===== src/rtl/core/assert_macros.svh =====
// Assertion helpers shared by the ring FIFO RTL.
`ifndef ASSERT_MACROS_SVH
`define ASSERT_MACROS_SVH

`ifndef SYNTHESIS

`define BRF_ASSERT_ALWAYS(name, clk, rst, expr, msg) \
   name: assert property (@(posedge clk) disable iff (rst) (expr)) else $error(msg);

`define BRF_ASSERT_IMPLY(name, clk, rst, ante, cons, msg) \
   name: assert property (@(posedge clk) disable iff (rst) (ante) |-> (cons)) else $error(msg);

`define BRF_ASSERT_NEXT(name, clk, rst, ante, cons, msg) \
   name: assert property (@(posedge clk) disable iff (rst) (ante) |=> (cons)) else $error(msg);

`else

`define BRF_ASSERT_ALWAYS(name, clk, rst, expr, msg)

`define BRF_ASSERT_IMPLY(name, clk, rst, ante, cons, msg)

`define BRF_ASSERT_NEXT(name, clk, rst, ante, cons, msg)

`endif

`endif


===== src/rtl/core/brf_pkg.sv =====
package brf_pkg;

   localparam int OP_W = 3;
   localparam int BYTE_W = 8;
   localparam int PTR_W = 8;
   localparam int LEN_W = 9;
   localparam int MAX_LEN = 256;
   localparam int MIN_LEN = 2;

   localparam int QUEUE_DEPTH = 2;
   localparam int QPTR_W = 1;
   localparam int QCNT_W = 2;

   localparam int DIV_STEPS = 8;
   localparam int STEP_W = 3;

   localparam logic [OP_W-1:0] OP_WRITE = 3'd0;
   localparam logic [OP_W-1:0] OP_OVERWRITE = 3'd1;
   localparam logic [OP_W-1:0] OP_READ = 3'd2;
   localparam logic [OP_W-1:0] OP_PEEK = 3'd3;
   localparam logic [OP_W-1:0] OP_CLEAR = 3'd4;

   typedef enum logic [2:0] {
      CMD_PUSH,
      CMD_FORCE,
      CMD_POP,
      CMD_PEEK,
      CMD_CLEAR,
      CMD_NOP
   } cmd_kind_type;

   typedef struct packed {
      cmd_kind_type kind;
      logic [BYTE_W-1:0] data;
      logic [BYTE_W-1:0] offset;
   } cmd_type;

endpackage


===== src/rtl/core/brf_req_if.sv =====
interface brf_req_if import brf_pkg::*; ();
   logic valid;
   logic ready;
   logic [OP_W-1:0] operation;
   logic [BYTE_W-1:0] data_byte;
   logic [BYTE_W-1:0] peek_offset;

   modport source (output valid, operation, data_byte, peek_offset, input ready);
   modport sink (input valid, operation, data_byte, peek_offset, output ready);
endinterface


===== src/rtl/core/brf_rsp_if.sv =====
interface brf_rsp_if import brf_pkg::*; ();
   logic valid;
   logic ready;
   logic [BYTE_W-1:0] read_data;
   logic done_res;
   logic [BYTE_W-1:0] fill_count;
   logic [BYTE_W-1:0] free_count;
   logic [BYTE_W-1:0] bytes_after_offset;

   modport source (output valid, read_data, done_res, fill_count, free_count,
      bytes_after_offset, input ready);
   modport sink (input valid, read_data, done_res, fill_count, free_count,
      bytes_after_offset, output ready);
endinterface


===== src/rtl/core/brf_csr_if.sv =====
interface brf_csr_if import brf_pkg::*; ();
   logic valid;
   logic ready;
   logic [LEN_W-1:0] buffer_length;

   modport source (output valid, buffer_length, input ready);
   modport sink (input valid, buffer_length, output ready);
endinterface


===== src/rtl/core/brf_queue.sv =====
module brf_queue import brf_pkg::*; (
   input  logic    clock,
   input  logic    reset,
   input  logic    push_valid,
   output logic    push_ready,
   input  cmd_type push_cmd,
   output logic    pop_valid,
   input  logic    pop_ready,
   output cmd_type pop_cmd
);

   cmd_type entries_ff [QUEUE_DEPTH];
   logic [QPTR_W-1:0] wr_ptr_ff, wr_ptr_in;
   logic [QPTR_W-1:0] rd_ptr_ff, rd_ptr_in;
   logic [QCNT_W-1:0] count_ff, count_in;
   logic do_push, do_pop;

   assign push_ready = (count_ff != QCNT_W'(QUEUE_DEPTH));
   assign pop_valid = (count_ff != '0);
   assign pop_cmd = entries_ff[rd_ptr_ff];
   assign do_push = push_valid && push_ready;
   assign do_pop = pop_valid && pop_ready;

   always_comb begin
      wr_ptr_in = wr_ptr_ff;
      rd_ptr_in = rd_ptr_ff;
      if (do_push) begin
         wr_ptr_in = (wr_ptr_ff == QPTR_W'(QUEUE_DEPTH - 1)) ? '0 : wr_ptr_ff + QPTR_W'(1);
      end
      if (do_pop) begin
         rd_ptr_in = (rd_ptr_ff == QPTR_W'(QUEUE_DEPTH - 1)) ? '0 : rd_ptr_ff + QPTR_W'(1);
      end
      unique case ({do_push, do_pop})
         2'b10: begin
            count_in = count_ff + QCNT_W'(1);
         end
         2'b01: begin
            count_in = count_ff - QCNT_W'(1);
         end
         default: begin
            count_in = count_ff;
         end
      endcase
   end

   always_ff @(posedge clock) begin
      if (reset) begin
         wr_ptr_ff <= '0;
         rd_ptr_ff <= '0;
         count_ff <= '0;
      end else begin
         wr_ptr_ff <= wr_ptr_in;
         rd_ptr_ff <= rd_ptr_in;
         count_ff <= count_in;
      end
   end

   always_ff @(posedge clock) begin
      if (do_push) begin
         entries_ff[wr_ptr_ff] <= push_cmd;
      end
   end

endmodule


===== src/rtl/core/brf_front.sv =====
`include "assert_macros.svh"

module brf_front import brf_pkg::*; (
   input  logic             clock,
   input  logic             reset,
   brf_req_if.sink          req,
   input  logic [LEN_W-1:0] len_eff,
   output logic             push_valid,
   input  logic             push_ready,
   output cmd_type          push_cmd
);

   typedef enum logic [1:0] {
      F_EMPTY,
      F_DIVIDE,
      F_FULL
   } front_state_type;

   front_state_type state_ff, state_in;
   cmd_kind_type kind_ff, kind_in, kind_new;
   logic [BYTE_W-1:0] data_ff, data_in;
   logic [BYTE_W-1:0] dividend_ff, dividend_in;
   logic [LEN_W-1:0] rem_ff, rem_in, rem_next;
   logic [STEP_W-1:0] step_ff, step_in;
   logic [LEN_W:0] trial;
   logic [LEN_W:0] len_ext;
   logic accept;

   assign req.ready = (state_ff == F_EMPTY) || ((state_ff == F_FULL) && push_ready);
   assign accept = req.valid && req.ready;
   assign push_valid = (state_ff == F_FULL);
   assign push_cmd = '{kind: kind_ff, data: data_ff, offset: rem_ff[BYTE_W-1:0]};

   always_comb begin
      unique case (req.operation)
         OP_WRITE: begin
            kind_new = CMD_PUSH;
         end
         OP_OVERWRITE: begin
            kind_new = CMD_FORCE;
         end
         OP_READ: begin
            kind_new = CMD_POP;
         end
         OP_PEEK: begin
            kind_new = CMD_PEEK;
         end
         OP_CLEAR: begin
            kind_new = CMD_CLEAR;
         end
         default: begin
            kind_new = CMD_NOP;
         end
      endcase
   end

   // One restoring remainder step per cycle, most significant offset bit first.
   always_comb begin
      trial = {rem_ff, dividend_ff[BYTE_W-1]};
      len_ext = {1'b0, len_eff};
      if (trial >= len_ext) begin
         rem_next = LEN_W'(trial - len_ext);
      end else begin
         rem_next = trial[LEN_W-1:0];
      end
   end

   always_comb begin
      state_in = state_ff;
      kind_in = kind_ff;
      data_in = data_ff;
      dividend_in = dividend_ff;
      rem_in = rem_ff;
      step_in = step_ff;
      unique case (state_ff)
         F_EMPTY, F_FULL: begin
            if (accept) begin
               kind_in = kind_new;
               data_in = req.data_byte;
               dividend_in = req.peek_offset;
               rem_in = '0;
               step_in = '0;
               state_in = (kind_new == CMD_PEEK) ? F_DIVIDE : F_FULL;
            end else if (state_ff == F_FULL && push_ready) begin
               state_in = F_EMPTY;
            end
         end
         F_DIVIDE: begin
            rem_in = rem_next;
            dividend_in = {dividend_ff[BYTE_W-2:0], 1'b0};
            step_in = step_ff + STEP_W'(1);
            if (step_ff == STEP_W'(DIV_STEPS - 1)) begin
               state_in = F_FULL;
            end
         end
         default: begin
            state_in = F_EMPTY;
         end
      endcase
   end

   always_ff @(posedge clock) begin
      if (reset) begin
         state_ff <= F_EMPTY;
      end else begin
         state_ff <= state_in;
      end
      kind_ff <= kind_in;
      data_ff <= data_in;
      dividend_ff <= dividend_in;
      rem_ff <= rem_in;
      step_ff <= step_in;
   end

   `BRF_ASSERT_IMPLY(a_rem_below_len, clock, reset, state_ff == F_DIVIDE, rem_ff < len_eff, "remainder reached the buffer length")

endmodule


===== src/rtl/core/brf_back.sv =====
`include "assert_macros.svh"

module brf_back import brf_pkg::*; #(
   parameter int DEPTH = 256
) (
   input  logic             clock,
   input  logic             reset,
   brf_csr_if.sink          csr,
   input  logic             cmd_valid,
   output logic             cmd_ready,
   input  cmd_type          cmd,
   brf_rsp_if.source        rsp,
   output logic [LEN_W-1:0] len_eff
);

   localparam int MEM_DEPTH = (DEPTH < MAX_LEN) ? DEPTH : MAX_LEN;
   localparam int ADDR_W = $clog2(MEM_DEPTH);
   localparam logic [LEN_W-1:0] LEN_TOP = LEN_W'(MEM_DEPTH);
   localparam logic [LEN_W-1:0] LEN_BOTTOM = LEN_W'(MIN_LEN);

   logic [BYTE_W-1:0] mem [MEM_DEPTH];
   logic [BYTE_W-1:0] mem_q_ff;

   logic [LEN_W-1:0] len_ff, len_in;
   logic [PTR_W-1:0] rp_ff, rp_in, wp_ff, wp_in;
   logic [PTR_W-1:0] rp_bump, wp_bump;
   logic rsp_valid_ff;
   logic use_mem_ff, use_mem_in;
   logic done_ff, done_in;
   logic [BYTE_W-1:0] fill_ff, free_ff, after_ff;
   logic [LEN_W-1:0] fill_w, free_w, after_w;
   logic [LEN_W-1:0] rp_ext, wp_ext, rp_in_ext, wp_in_ext, off_ext;
   logic [ADDR_W-1:0] rd_addr;
   logic pop, full, wr_en, csr_write;

   function automatic logic [PTR_W-1:0] bump(input logic [PTR_W-1:0] p,
                                             input logic [LEN_W-1:0] len);
      logic [LEN_W-1:0] nxt;
      nxt = {1'b0, p} + LEN_W'(1);
      return (nxt == len) ? '0 : nxt[PTR_W-1:0];
   endfunction

   assign csr.ready = 1'b1;
   assign csr_write = csr.valid && csr.ready;
   assign len_eff = len_ff;

   assign pop = cmd_valid && (!rsp_valid_ff || rsp.ready);
   assign cmd_ready = !rsp_valid_ff || rsp.ready;

   assign rp_bump = bump(rp_ff, len_ff);
   assign wp_bump = bump(wp_ff, len_ff);
   assign full = (wp_bump == rp_ff);
   assign rp_ext = {1'b0, rp_ff};
   assign wp_ext = {1'b0, wp_ff};
   assign off_ext = {1'b0, cmd.offset};
   assign rd_addr = (cmd.kind == CMD_PEEK) ? cmd.offset[ADDR_W-1:0] : rp_ff[ADDR_W-1:0];

   always_comb begin
      if (csr.buffer_length < LEN_BOTTOM) begin
         len_in = LEN_BOTTOM;
      end else if (csr.buffer_length > LEN_TOP) begin
         len_in = LEN_TOP;
      end else begin
         len_in = csr.buffer_length;
      end
   end

   always_comb begin
      rp_in = rp_ff;
      wp_in = wp_ff;
      done_in = 1'b0;
      use_mem_in = 1'b0;
      after_w = '0;
      wr_en = 1'b0;
      if (pop) begin
         unique case (cmd.kind)
            CMD_PUSH: begin
               if (!full) begin
                  wr_en = 1'b1;
                  wp_in = wp_bump;
                  done_in = 1'b1;
               end
            end
            CMD_FORCE: begin
               wr_en = 1'b1;
               wp_in = wp_bump;
               if (full) begin
                  rp_in = rp_bump;
               end
               done_in = 1'b1;
            end
            CMD_POP: begin
               if (rp_ff != wp_ff) begin
                  rp_in = rp_bump;
                  done_in = 1'b1;
                  use_mem_in = 1'b1;
               end
            end
            CMD_PEEK: begin
               if (off_ext <= wp_ext) begin
                  after_w = wp_ext - off_ext;
               end else begin
                  after_w = len_ff - off_ext + wp_ext;
               end
               if (after_w != '0) begin
                  done_in = 1'b1;
                  use_mem_in = 1'b1;
               end
            end
            CMD_CLEAR: begin
               rp_in = '0;
               wp_in = '0;
               done_in = 1'b1;
            end
            default: begin
            end
         endcase
      end
   end

   always_comb begin
      rp_in_ext = {1'b0, rp_in};
      wp_in_ext = {1'b0, wp_in};
      if (wp_in_ext >= rp_in_ext) begin
         fill_w = wp_in_ext - rp_in_ext;
      end else begin
         fill_w = len_ff - rp_in_ext + wp_in_ext;
      end
      free_w = len_ff - LEN_W'(1) - fill_w;
   end

   always_ff @(posedge clock) begin
      if (reset) begin
         len_ff <= LEN_TOP;
         rp_ff <= '0;
         wp_ff <= '0;
         rsp_valid_ff <= 1'b0;
      end else begin
         if (csr_write) begin
            len_ff <= len_in;
            rp_ff <= '0;
            wp_ff <= '0;
         end else begin
            rp_ff <= rp_in;
            wp_ff <= wp_in;
         end
         if (pop) begin
            rsp_valid_ff <= 1'b1;
         end else if (rsp.ready) begin
            rsp_valid_ff <= 1'b0;
         end
      end
   end

   always_ff @(posedge clock) begin
      if (pop) begin
         done_ff <= done_in;
         use_mem_ff <= use_mem_in;
         fill_ff <= fill_w[BYTE_W-1:0];
         free_ff <= free_w[BYTE_W-1:0];
         after_ff <= after_w[BYTE_W-1:0];
      end
   end

   always_ff @(posedge clock) begin
      if (wr_en) begin
         mem[wp_ff[ADDR_W-1:0]] <= cmd.data;
      end
      if (pop) begin
         mem_q_ff <= mem[rd_addr];
      end
   end

   assign rsp.valid = rsp_valid_ff;
   assign rsp.read_data = use_mem_ff ? mem_q_ff : '0;
   assign rsp.done_res = done_ff;
   assign rsp.fill_count = fill_ff;
   assign rsp.free_count = free_ff;
   assign rsp.bytes_after_offset = after_ff;

   `BRF_ASSERT_ALWAYS(a_rp_in_range, clock, reset, rp_ext < len_ff, "read pointer beyond buffer length")
   `BRF_ASSERT_ALWAYS(a_wp_in_range, clock, reset, wp_ext < len_ff, "write pointer beyond buffer length")
   `BRF_ASSERT_NEXT(a_clear_zeroes, clock, reset, pop && cmd.kind == CMD_CLEAR, rp_ff == '0 && wp_ff == '0, "clear left a pointer set")

endmodule


===== src/rtl/core/byte_ring_fifo_top.sv =====
// Byte ring FIFO with a configurable length of 2 up to min(DEPTH, 256) slots, one slot kept
// empty. Each request word carries one operation (bounded write, overwriting write, read,
// peek, clear) and yields exactly one response word with the fill and free counts after the
// operation. Writes, reads, clears and unknown codes are taken at one word per cycle while
// the queue has room; a peek blocks new requests while the eight-step remainder unit
// reduces the offset modulo the length one bit per cycle. A two-word queue separates the
// front end from the back end, which updates the pointers, accesses the storage array and
// registers the response, so a stalled response does not block new requests until the queue
// fills. Responses appear the cycle after the back end takes the word. Writing the length
// register empties the FIFO and is allowed only while no request is in flight; storage
// is not cleared, and peeking a slot that was never written returns an undefined byte.
module byte_ring_fifo_top import brf_pkg::*; #(
   parameter int DEPTH = 256
) (
   input  logic      clock,
   input  logic      reset,
   brf_req_if.sink   req_bus,
   brf_rsp_if.source rsp_bus,
   brf_csr_if.sink   csr_bus
);

   logic [LEN_W-1:0] len_eff;
   logic front_valid, front_ready;
   cmd_type front_cmd;
   logic back_valid, back_ready;
   cmd_type back_cmd;

   brf_front u_front (
      .clock      (clock),
      .reset      (reset),
      .req        (req_bus),
      .len_eff    (len_eff),
      .push_valid (front_valid),
      .push_ready (front_ready),
      .push_cmd   (front_cmd)
   );

   brf_queue u_queue (
      .clock      (clock),
      .reset      (reset),
      .push_valid (front_valid),
      .push_ready (front_ready),
      .push_cmd   (front_cmd),
      .pop_valid  (back_valid),
      .pop_ready  (back_ready),
      .pop_cmd    (back_cmd)
   );

   brf_back #(
      .DEPTH (DEPTH)
   ) u_back (
      .clock     (clock),
      .reset     (reset),
      .csr       (csr_bus),
      .cmd_valid (back_valid),
      .cmd_ready (back_ready),
      .cmd       (back_cmd),
      .rsp       (rsp_bus),
      .len_eff   (len_eff)
   );

endmodule

===== src/flat_wrapper.sv =====
// flat-port wrapper written by rule: the top's interface ports become plain ports
module byte_ring_fifo_top_flat import brf_pkg::*;
#(
   parameter int DEPTH = 256
)
  (clock, reset, req_bus_valid, req_bus_operation, req_bus_data_byte, req_bus_peek_offset, req_bus_ready, rsp_bus_valid, rsp_bus_read_data, rsp_bus_done_res, rsp_bus_fill_count, rsp_bus_free_count, rsp_bus_bytes_after_offset, rsp_bus_ready, csr_bus_valid, csr_bus_buffer_length, csr_bus_ready);
  brf_req_if req_bus_i ();
  brf_rsp_if rsp_bus_i ();
  brf_csr_if csr_bus_i ();
  input  logic clock;
  input  logic reset;
  input wire logic [$bits(req_bus_i.valid)-1:0] req_bus_valid;
  input wire logic [$bits(req_bus_i.operation)-1:0] req_bus_operation;
  input wire logic [$bits(req_bus_i.data_byte)-1:0] req_bus_data_byte;
  input wire logic [$bits(req_bus_i.peek_offset)-1:0] req_bus_peek_offset;
  output wire logic [$bits(req_bus_i.ready)-1:0] req_bus_ready;
  output wire logic [$bits(rsp_bus_i.valid)-1:0] rsp_bus_valid;
  output wire logic [$bits(rsp_bus_i.read_data)-1:0] rsp_bus_read_data;
  output wire logic [$bits(rsp_bus_i.done_res)-1:0] rsp_bus_done_res;
  output wire logic [$bits(rsp_bus_i.fill_count)-1:0] rsp_bus_fill_count;
  output wire logic [$bits(rsp_bus_i.free_count)-1:0] rsp_bus_free_count;
  output wire logic [$bits(rsp_bus_i.bytes_after_offset)-1:0] rsp_bus_bytes_after_offset;
  input wire logic [$bits(rsp_bus_i.ready)-1:0] rsp_bus_ready;
  input wire logic [$bits(csr_bus_i.valid)-1:0] csr_bus_valid;
  input wire logic [$bits(csr_bus_i.buffer_length)-1:0] csr_bus_buffer_length;
  output wire logic [$bits(csr_bus_i.ready)-1:0] csr_bus_ready;
  assign req_bus_i.valid = req_bus_valid;
  assign req_bus_i.operation = req_bus_operation;
  assign req_bus_i.data_byte = req_bus_data_byte;
  assign req_bus_i.peek_offset = req_bus_peek_offset;
  assign req_bus_ready = req_bus_i.ready;
  assign rsp_bus_valid = rsp_bus_i.valid;
  assign rsp_bus_read_data = rsp_bus_i.read_data;
  assign rsp_bus_done_res = rsp_bus_i.done_res;
  assign rsp_bus_fill_count = rsp_bus_i.fill_count;
  assign rsp_bus_free_count = rsp_bus_i.free_count;
  assign rsp_bus_bytes_after_offset = rsp_bus_i.bytes_after_offset;
  assign rsp_bus_i.ready = rsp_bus_ready;
  assign csr_bus_i.valid = csr_bus_valid;
  assign csr_bus_i.buffer_length = csr_bus_buffer_length;
  assign csr_bus_ready = csr_bus_i.ready;
  byte_ring_fifo_top #(.DEPTH(DEPTH)) u_core (.clock(clock), .reset(reset), .req_bus(req_bus_i), .rsp_bus(rsp_bus_i), .csr_bus(csr_bus_i));
endmodule

===== config.mk =====
export PLATFORM = sky130hd
export DESIGN_NAME = byte_ring_fifo_top_flat
export DESIGN_NICKNAME = d
export VERILOG_FILES = /design/src/rtl/core/brf_pkg.sv /design/src/rtl/core/brf_req_if.sv /design/src/rtl/core/brf_rsp_if.sv /design/src/rtl/core/brf_csr_if.sv /design/src/rtl/core/brf_queue.sv /design/src/rtl/core/brf_front.sv /design/src/rtl/core/brf_back.sv /design/src/rtl/core/byte_ring_fifo_top.sv /design/src/flat_wrapper.sv
export VERILOG_INCLUDE_DIRS = /design/src /design/src/rtl/core
export SDC_FILE = /design/constraint.sdc
export NUM_CORES = 2
export LEC_CHECK = 0
export BUFFER_PORTS_ARGS = -buffer_cell sky130_fd_sc_hd__buf_2
export CORE_UTILIZATION = 30
export CTS_CLUSTER_SIZE = 40
export DETAILED_ROUTE_END_ITERATION = 10
export GPL_TIMING_DRIVEN = 0
export SETUP_SLACK_MARGIN = 0.1
export SKIP_CTS_REPAIR_TIMING = 1
export SLEW_MARGIN = 20
export SYNTH_ARGS = -nofsm -noshare
export SYNTH_HDL_FRONTEND = slang
export SYNTH_SLANG_ARGS = --single-unit

===== constraint.sdc =====
create_clock -name clock -period 11.1 [get_ports clock]
set_input_delay 3.33 -clock clock [delete_from_list [all_inputs] [get_ports clock]]
set_output_delay 3.33 -clock clock [all_outputs]
set_load 0.1 [all_outputs]

== Word-level counts from Yosys, hierarchy flattened ==
Memory sizes are Yosys's and may differ from the RTL's. A register that Yosys moved wholly into a read port is not among the register bits.
Cells that the tools add are included.
Word-level totals
  flip-flop bits (word level): 89
  memory bits (writable): 2086
  input port bits: 33
  output and inout bits: 36
  word-level logic and storage cells: 131
  memories kept: 2
Memory list
  u_core.u_back.mem: words 256, width 8, rd ports 1, clocked after Yosys merged registers in 1, wr ports 1, line brf_back.sv:21  | logic [BYTE_W-1:0] mem [MEM_DEPTH];
  u_core.u_queue.entries_ff: words 2, width 19, rd ports 1, clocked after Yosys merged registers in 1, wr ports 1, line brf_queue.sv:12  | cmd_type entries_ff [QUEUE_DEPTH];
Cells by class
  $add $sub $neg: 16
  order comparisons: 5
  equal/unequal tests: 22
  multiplexer cells: 48
  reductions and logical operators: 20
Operators by type and width (number)
  8-bit 2-to-1 mux: 11
  9-bit 2-to-1 mux: 7
  8-bit case mux with 3 select lines: 2
  8-bit subtractor: 3
  8-bit by 1-bit adder with 9-bit output, second input constant: 2
  9-bit == test: 2
  9-bit case mux with 2 select lines: 1
  8-bit case mux with 2 select lines: 1
  3-bit by 2-bit == test with 1-bit output, second input constant: 5
  3-bit case mux with 5 select lines: 1
  1-bit 2-to-1 mux: 14
  10-bit by 9-bit >= comparator with 1-bit output: 1
  9-bit by 8-bit adder with 9-bit output: 1
  3-bit == test, second input constant: 3
  9-bit > comparator, second input constant: 1
  9-bit by 2-bit < comparator with 1-bit output, second input constant: 1
  9-bit nonzero test: 1
  8-bit by 8-bit subtractor with 9-bit output: 1
  9-bit by 8-bit subtractor with 9-bit output: 1
  9-bit subtractor: 1
  8-bit adder: 1
  8-bit == test: 1
  8-bit >= comparator: 1
  8-bit <= comparator: 1
  other kinds (25): 47

== Longest topological paths before layout ==
  word-level depth: 11
  mapped depth: 33
  depth with buffers taken out: 31

== By module ==
Synthesis repeated with hierarchy kept, for this count alone.
Second synthesis, totals
  cells, all modules: 7299
  area total of the unflattened synthesis: 91149.9 sq um
Modules (own cells, without submodules)
  brf_back: times used 1, cells an instance 7050, area an instance 87732.9 sq um, sequential area each 63040.5 sq um
  brf_front: times used 1, cells an instance 166, area an instance 1826.8 sq um, sequential area each 970.9 sq um
  brf_queue: times used 1, cells an instance 83, area an instance 1590.3 sq um, sequential area each 1241.2 sq um

== Worst setup path after synthesis ==
OpenSTA, ideal clock, no wires.
  kind: input-to-reg
  start: input port rsp_bus_ready
  end: register u_core.u_back.free_ff[7] (netlist: u_core.u_back.rsp.free_count[7]) (data pin)
  setup time: 0.268 ns
  arrival time: 9.168 ns
  required time: 10.832 ns
  path slack: 1.664 ns
  cell stages on the path: 24
  path buffers: 0
  cell sequence: nand2b_1 > o21a_1 > nand2_1 > o21bai_1 > a22oi_1 > inv_1 > fa_1 > a21oi_1 > nor2b_1 > o21a_1 > o21a_1 > o21ai_0 > nand2_1 > a21oi_1 > mux2i_1 > ha_1 > a21o_1 > a21oi_1 > nor2b_1 > o21ai_0 > nand2b_1 > maj3_1 > a21oi_1 > xnor3_1
On the way
  elaborated cells between the ends (all ways): 10
  those cells by class: add/sub: 4; order compare: 1; mux: 3; reduce/logical: 2
RTL lines
  from (decl): line flat_wrapper.sv:23  | input wire logic [$bits(rsp_bus_i.ready)-1:0] rsp_bus_ready;
  1-bit logical OR (*): line brf_back.sv:47  | assign pop = cmd_valid && (!rsp_valid_ff || rsp.ready);
  1-bit logical AND (*): line brf_back.sv:47
  via u_core.u_back.pop: line brf_back.sv:34  | logic pop, full, wr_en, csr_write;
  8-bit 2-to-1 mux (*): line brf_back.sv:75  | if (pop) begin
  via u_core.u_back.wp_in[1]: line brf_back.sv:25  | logic [PTR_W-1:0] rp_ff, rp_in, wp_ff, wp_in;
  8-bit adder, or another cell as far along: line brf_back.sv:127  | fill_w = len_ff - rp_in_ext + wp_in_ext;
  8-bit 2-to-1 mux (*): line brf_back.sv:124  | if (wp_in_ext >= rp_in_ext) begin
  8-bit subtractor (*): line brf_back.sv:129  | free_w = len_ff - LEN_W'(1) - fill_w;
  via u_core.u_back.free_w[7]: line brf_back.sv:31  | logic [LEN_W-1:0] fill_w, free_w, after_w;
  to (signal assigned): line brf_back.sv:160  | free_ff <= free_w[BYTE_W-1:0];
  to (decl): line brf_back.sv:30  | logic [BYTE_W-1:0] fill_ff, free_ff, after_ff;
The timed path passes the listed nets; every way through them passes the cells marked *.
A chain may end at the register's enable or synchronous reset.

== Worst setup path in the final report ==
  start: register u_core.u_back.wp_ff[1]
  end: register u_core.u_back.free_ff[7] (netlist: u_core.u_back.rsp.free_count[7]) (data pin)
On the way
  elaborated cells between the ends (all ways): 18
  those cells by class: add/sub: 5; order compare: 1; eq/ne: 3; mux: 9
RTL lines
  from (decl): line brf_back.sv:25
  from (signal assigned): line brf_back.sv:145  | wp_ff <= wp_in;
  8-bit by 1-bit adder with 9-bit output (*): line brf_back.sv:39  | nxt = {1'b0, p} + LEN_W'(1);
  9-bit == test: line brf_back.sv:40  | return (nxt == len) ? '0 : nxt[PTR_W-1:0];
  8-bit 2-to-1 mux (*): line brf_back.sv:40
  8-bit == test: line brf_back.sv:52  | assign full = (wp_bump == rp_ff);
  8-bit 2-to-1 mux: line brf_back.sv:78  | if (!full) begin
  8-bit case mux with 3 select lines (*): line brf_back.sv:76  | unique case (cmd.kind)
  8-bit 2-to-1 mux (*): line brf_back.sv:75
  via u_core.u_back.wp_in[2]: line brf_back.sv:25
  8-bit adder, or another cell as far along: line brf_back.sv:127
  8-bit 2-to-1 mux (*): line brf_back.sv:124
  8-bit subtractor (*): line brf_back.sv:129
  via u_core.u_back.free_w[7]: line brf_back.sv:31
Marks and branches as above.

==> metrics.txt <==
# TYPE chip_impl_metric gauge
chip_impl_metric{name="synthesis.yosys.warnings",unit=""} 0
chip_impl_info{name="synth_top_cells_by_area",value="sky130_fd_sc_hd__edfxtp_1, sky130_fd_sc_hd__mux4_2, sky130_fd_sc_hd__nand2_1"} 1
chip_impl_info{name="path_delay_family",value="compound AO/OA/AOI/OAI gates"} 1
chip_impl_metric{name="gpl.final_weighted_congestion",unit=""} 0.950
chip_impl_metric{name="pre_cts_slack",unit="ns"} 1.27
chip_impl_metric{name="synth_fp_nets",unit=""} 4870
chip_impl_metric{name="maximum_number_of_pins_on_one_net_before_global_route_repair",unit=""} 121
chip_impl_metric{name="max_clock_freq",unit="MHz"} 109
chip_impl_metric{name="worst-r2r-cell-count",unit=""} 30
chip_impl_metric{name="finalSetupViolations",unit=""} 0
chip_impl_metric{name="finalCritPeriodShare",unit=""} 0.823
chip_impl_metric{name="route.detailed.drc",unit=""} 0
chip_impl_metric{name="synth.yosys.seq_area_share",unit=""} 0.740
chip_impl_metric{name="detail-route-antenna-nets",unit=""} 0
chip_impl_metric{name="pwr_density_cell",unit="nW/um^2"} 201
chip_impl_metric{name="io_pins",unit=""} 69
chip_impl_metric{name="regToRegSetupSlack",unit="ns"} 1.96
chip_impl_info{name="top_routing_layer_in_use",value="met5"} 1
chip_impl_metric{name="number_of_port_buffers",unit=""} 67
chip_impl_metric{name="ir_worst_vdd",unit="mV"} 0.158
chip_impl_metric{name="routedLengthMet1",unit="microns"} 102000
chip_impl_metric{name="p_leak",unit="uW"} 0.0324
chip_impl_info{name="timing.critical_path.slowest_stage_cell",value="sky130_fd_sc_hd__a21oi_1"} 1
chip_impl_metric{name="arrival",unit="ns"} 9.76
chip_impl_metric{name="grt_util_all_layers",unit=""} 0.169
chip_impl_metric{name="antenna_found_initial",unit=""} 14
chip_impl_metric{name="post_synth_instance_area",unit="sq um"} 88200
chip_impl_metric{name="htreeDepth",unit=""} 4
chip_impl_metric{name="num_vias",unit=""} 47700
chip_impl_info{name="unrepaired_setup_endpoints_after_global_routing",value="false"} 1
chip_impl_metric{name="max-slew-margin-rel",unit=""} 0.112
chip_impl_info{name="most_common_cell_in_the_synthesized_netlist",value="sky130_fd_sc_hd__edfxtp_1"} 1
chip_impl_metric{name="grt_pass1_wl",unit="microns"} 355000
chip_impl_metric{name="clkLatencyLatePin",unit="ns"} 0.88
chip_impl_metric{name="avgSynthCellArea",unit="sq um"} 18.5
chip_impl_metric{name="row_count",unit=""} 198
chip_impl_info{name="endpoint_kind",value="flop"} 1
chip_impl_metric{name="drive_above_1_share",unit=""} 0.203
chip_impl_info{name="synth-main-ff-cell",value="sky130_fd_sc_hd__edfxtp_1"} 1
chip_impl_metric{name="clock_sink_count",unit=""} 2184
chip_impl_info{name="worst_r2r_endpoint",value="u_core.u_back.rsp.free_count[7]"} 1
chip_impl_metric{name="fp.dieW",unit="microns"} 544
chip_impl_metric{name="worst-path-buf-inv",unit=""} 3
chip_impl_metric{name="place.detailed.hpwl",unit="microns"} 175000
chip_impl_metric{name="measured_slew_at_the_worst_slew_check_pin",unit="ns"} 1.32
chip_impl_info{name="critPathMostFrequentCell",value="sky130_fd_sc_hd__a21oi_1"} 1
chip_impl_metric{name="floorplan.die.height",unit="microns"} 544
chip_impl_info{name="cts_root_buffer",value="sky130_fd_sc_hd__clkbuf_16"} 1
chip_impl_info{name="result_of_the_run",value="finished, final reports clean"} 1
chip_impl_info{name="hold_endpoint",value="u_core.u_queue.entries_ff[0][17]"} 1
chip_impl_metric{name="final_net_count",unit=""} 5182
chip_impl_metric{name="met2_wirelength",unit="microns"} 117000
chip_impl_metric{name="finalWirelength",unit="microns"} 254000
chip_impl_metric{name="core",unit="sq um"} 292000
chip_impl_metric{name="synth.ff_latch_count",unit=""} 2184
chip_impl_metric{name="max-cap-violations",unit=""} 0
chip_impl_metric{name="fin_worst_skew",unit="ns"} 0.0705
chip_impl_metric{name="detail_route.vias_per_cell",unit=""} 5.21
chip_impl_metric{name="layout-area-overhead-vs-synth",unit="%"} 14.8
chip_impl_metric{name="fillers",unit=""} 27200
chip_impl_metric{name="final_core_utilization",unit=""} 0.347
chip_impl_metric{name="synth_cell_types",unit=""} 73
chip_impl_metric{name="cts_inserted_buffers",unit=""} 216
chip_impl_metric{name="detail_route.iter0.violations",unit=""} 6380
chip_impl_metric{name="detail_routed_net_length_per_standard_cell",unit="microns"} 27.7
chip_impl_metric{name="die_area",unit="sq um"} 296000
chip_impl_metric{name="synth-async-reset-ratio",unit=""} 0
chip_impl_metric{name="critical_path_required",unit="ns"} 11.72
chip_impl_info{name="crit_path_start_kind",value="flop"} 1
chip_impl_info{name="netlist.top_cell.by_area",value="sky130_fd_sc_hd__edfxtp_1"} 1
chip_impl_metric{name="critical_path.max_fanout",unit=""} 10
chip_impl_metric{name="final-max-slew-violation-count",unit=""} 0
chip_impl_metric{name="clock_tree.buffer_depth",unit=""} 3
chip_impl_metric{name="grt-ovfl-total",unit=""} 0
chip_impl_metric{name="timing.final.crit_period",unit="ns"} 9.14
chip_impl_metric{name="worst_setup_hold_path_clk_slew",unit="ns"} 0.06
chip_impl_metric{name="first_global_vias",unit=""} 47400
chip_impl_metric{name="routed-wl-met3",unit="microns"} 22700
chip_impl_metric{name="synth_top_area_share",unit=""} 0.732
chip_impl_metric{name="floorplan.initialDensity",unit=""} 0.302
chip_impl_metric{name="detailedRoute.firstPassIterationCount",unit=""} 6
chip_impl_metric{name="min_delay_path_depth",unit=""} 0
chip_impl_metric{name="syn-instance-count",unit=""} 4764
chip_impl_metric{name="critical-path-max-stage-delay",unit="ns"} 0.77
chip_impl_info{name="hold_path_startpoint",value="u_core.u_front.kind_ff[1]"} 1
chip_impl_info{name="timing_worst_setup_path_type",value="flop to flop"} 1
chip_impl_metric{name="synth_enable_flop_cells",unit=""} 2151
chip_impl_info{name="holdCritPathClass",value="flop to flop"} 1
chip_impl_metric{name="timing.final.hold_violations",unit=""} 0
chip_impl_info{name="rr_startpoint",value="u_core.u_back.wp_ff[1]"} 1
chip_impl_metric{name="setup_slack",unit="ns"} 1.96
chip_impl_info{name="yosys-top-cells-count",value="sky130_fd_sc_hd__edfxtp_1, sky130_fd_sc_hd__mux4_2, sky130_fd_sc_hd__nand2_1"} 1
chip_impl_info{name="tritoncts_clock_tree",value="done"} 1
-- where the power goes --
group / total [uW] / switching [uW] / internal, uW
registers: 9690 / 43.5 / 9650
clock network: 7270 / 3190 / 4080
logic: 3420 / 2460 / 958
-- metrics by stage --
stage,hold slack (ns),power [uW],area (sq um),TNS (ns),std cells
floorplan,0.421,12000,88200,0,4764
global placement,0.428,13200,93400,-0.176,8731
detailed placement,0.433,13300,94300,0,8758
CTS,0.399,20400,101000,0,9157
global route,0.416,20900,101000,0,9158
finish,0.395,20400,101000,0,9160
-- worst max-delay path by stage --
| stage | startpoint | end | slack, ns | cells past startpoint |
|---|---|---|---|---|
| floorplan | rsp_bus_ready | u_core.u_back.rsp.free_count[7] | 1.66 | 24 |
| global placement | rsp_bus_ready | u_core.u_back.rsp.free_count[7] | -0.18 | 24 |
| detailed placement | rsp_bus_ready | u_core.u_back.rsp.free_count[7] | 1.27 | 26 |
| CTS | u_core.u_back.wp_ff[1] | u_core.u_back.rsp.free_count[7] | 2.06 | 30 |
| global route | u_core.u_back.wp_ff[1] | u_core.u_back.rsp.free_count[7] | 1.36 | 32 |
| finish | u_core.u_back.wp_ff[1] | u_core.u_back.rsp.free_count[7] | 1.96 | 30 |
-- placed cells by master, fill, tap and decap left out, types with 38 or more instances in the layout --
cell / netlist / routed
sky130_fd_sc_hd__nand2_1: 435 / 435
sky130_fd_sc_hd__mux4_2: 512 / 512
sky130_fd_sc_hd__buf_2: 72 / 146
sky130_fd_sc_hd__inv_1: 72 / 72
sky130_fd_sc_hd__clkbuf_16: 0 / 218
sky130_fd_sc_hd__ha_1: 54 / 54
sky130_fd_sc_hd__o21ai_0: 60 / 60
sky130_fd_sc_hd__edfxtp_1: 2151 / 2151
sky130_fd_sc_hd__clkinv_2: 0 / 38
sky130_fd_sc_hd__clkinv_1: 1 / 53
sky130_fd_sc_hd__a21oi_1: 144 / 144
sky130_fd_sc_hd__nor2_1: 366 / 365
sky130_fd_sc_hd__nand3_1: 99 / 99
sky130_fd_sc_hd__mux2i_1: 100 / 99
sky130_fd_sc_hd__xnor2_1: 55 / 55
sky130_fd_sc_hd__clkbuf_1: 122 / 141
-- worst register-to-register path: cells and delay by family (launching register included) --
kind                       cells  cell delay, ns
AOI/OAI and AO/OA             12            3.78
adders and majority gates      4            1.29
and+or+nand+nor                8            1.23
muxes                          2            0.89
buffers and inverters          3            0.89
DFF                            1            0.56
xor gates and xnor gates       1            0.27
-- cell families (layout without fill, tap and decap cells) --
| family | Yosys count | count (layout) | share of synthesized area |
|---|---|---|---|
| AOI/OAI and AO/OA | 403 | 403 | 0.0286 |
| and+or+nand+nor | 1076 | 1076 | 0.0524 |
| buffers and inverters | 323 | 816 | 0.0152 |
| muxes | 629 | 629 | 0.144 |
| xor gates and xnor gates | 74 | 74 | 0.00750 |
| other | 1 | 4 | 0.0000425 |
| adders and majority gates | 74 | 74 | 0.0121 |
| DFF | 2184 | 2184 | 0.740 |
-- routing by layer --
metal | vias to the layer above | GRT usage
met4 | 8 | 0.0756
met2 | 2471 | 0.265
met1 | 25100 | 0.227
met3 | 494 | 0.0319
li1 | 19700 | -
met5 | - | 0
-- cell type report --
class	count	area (sq um)	area share
Clock buffer	263	5620	0.0556
Antenna cell	3	7.51	0.0000742
Multi-Input combinational cell	2257	21800	0.215
Inverter	73	274	0.00271
Tap cell	3900	4880	0.0482
Timing Repair Buffer	94	955	0.00943
Sequential cell	2184	65300	0.645
Buffer	250	1110	0.0110
Clock inverter	136	1350	0.0134
-- state kept, by name (all words and copies together) (netlist names), named ones only --
signal and cells:
u_core.u_back.rsp.valid 1, u_core.u_front.state_ff 2, u_core.u_front.dividend_ff 8, u_core.u_queue.rd_ptr_ff 1
u_core.u_back.wp_ff 8, u_core.u_back.len_eff 9, u_core.u_front.rem_ff 9, u_core.u_back.mem 2048
u_core.u_front.step_ff 3, u_core.u_front.kind_ff 3, u_core.u_back.mem_q_ff 8, u_core.u_queue.wr_ptr_ff 1
u_core.u_queue.entries_ff 38, u_core.u_back.rsp.bytes_after_offset 8, u_core.u_back.rsp.free_count 8, u_core.u_queue.count_ff 2
u_core.u_back.use_mem_ff 1, u_core.u_back.rp_ff 8, u_core.u_front.data_ff 8, u_core.u_back.rsp.fill_count 8
u_core.u_back.rsp.done_res 1
Power figures use the tool's default switching activity.
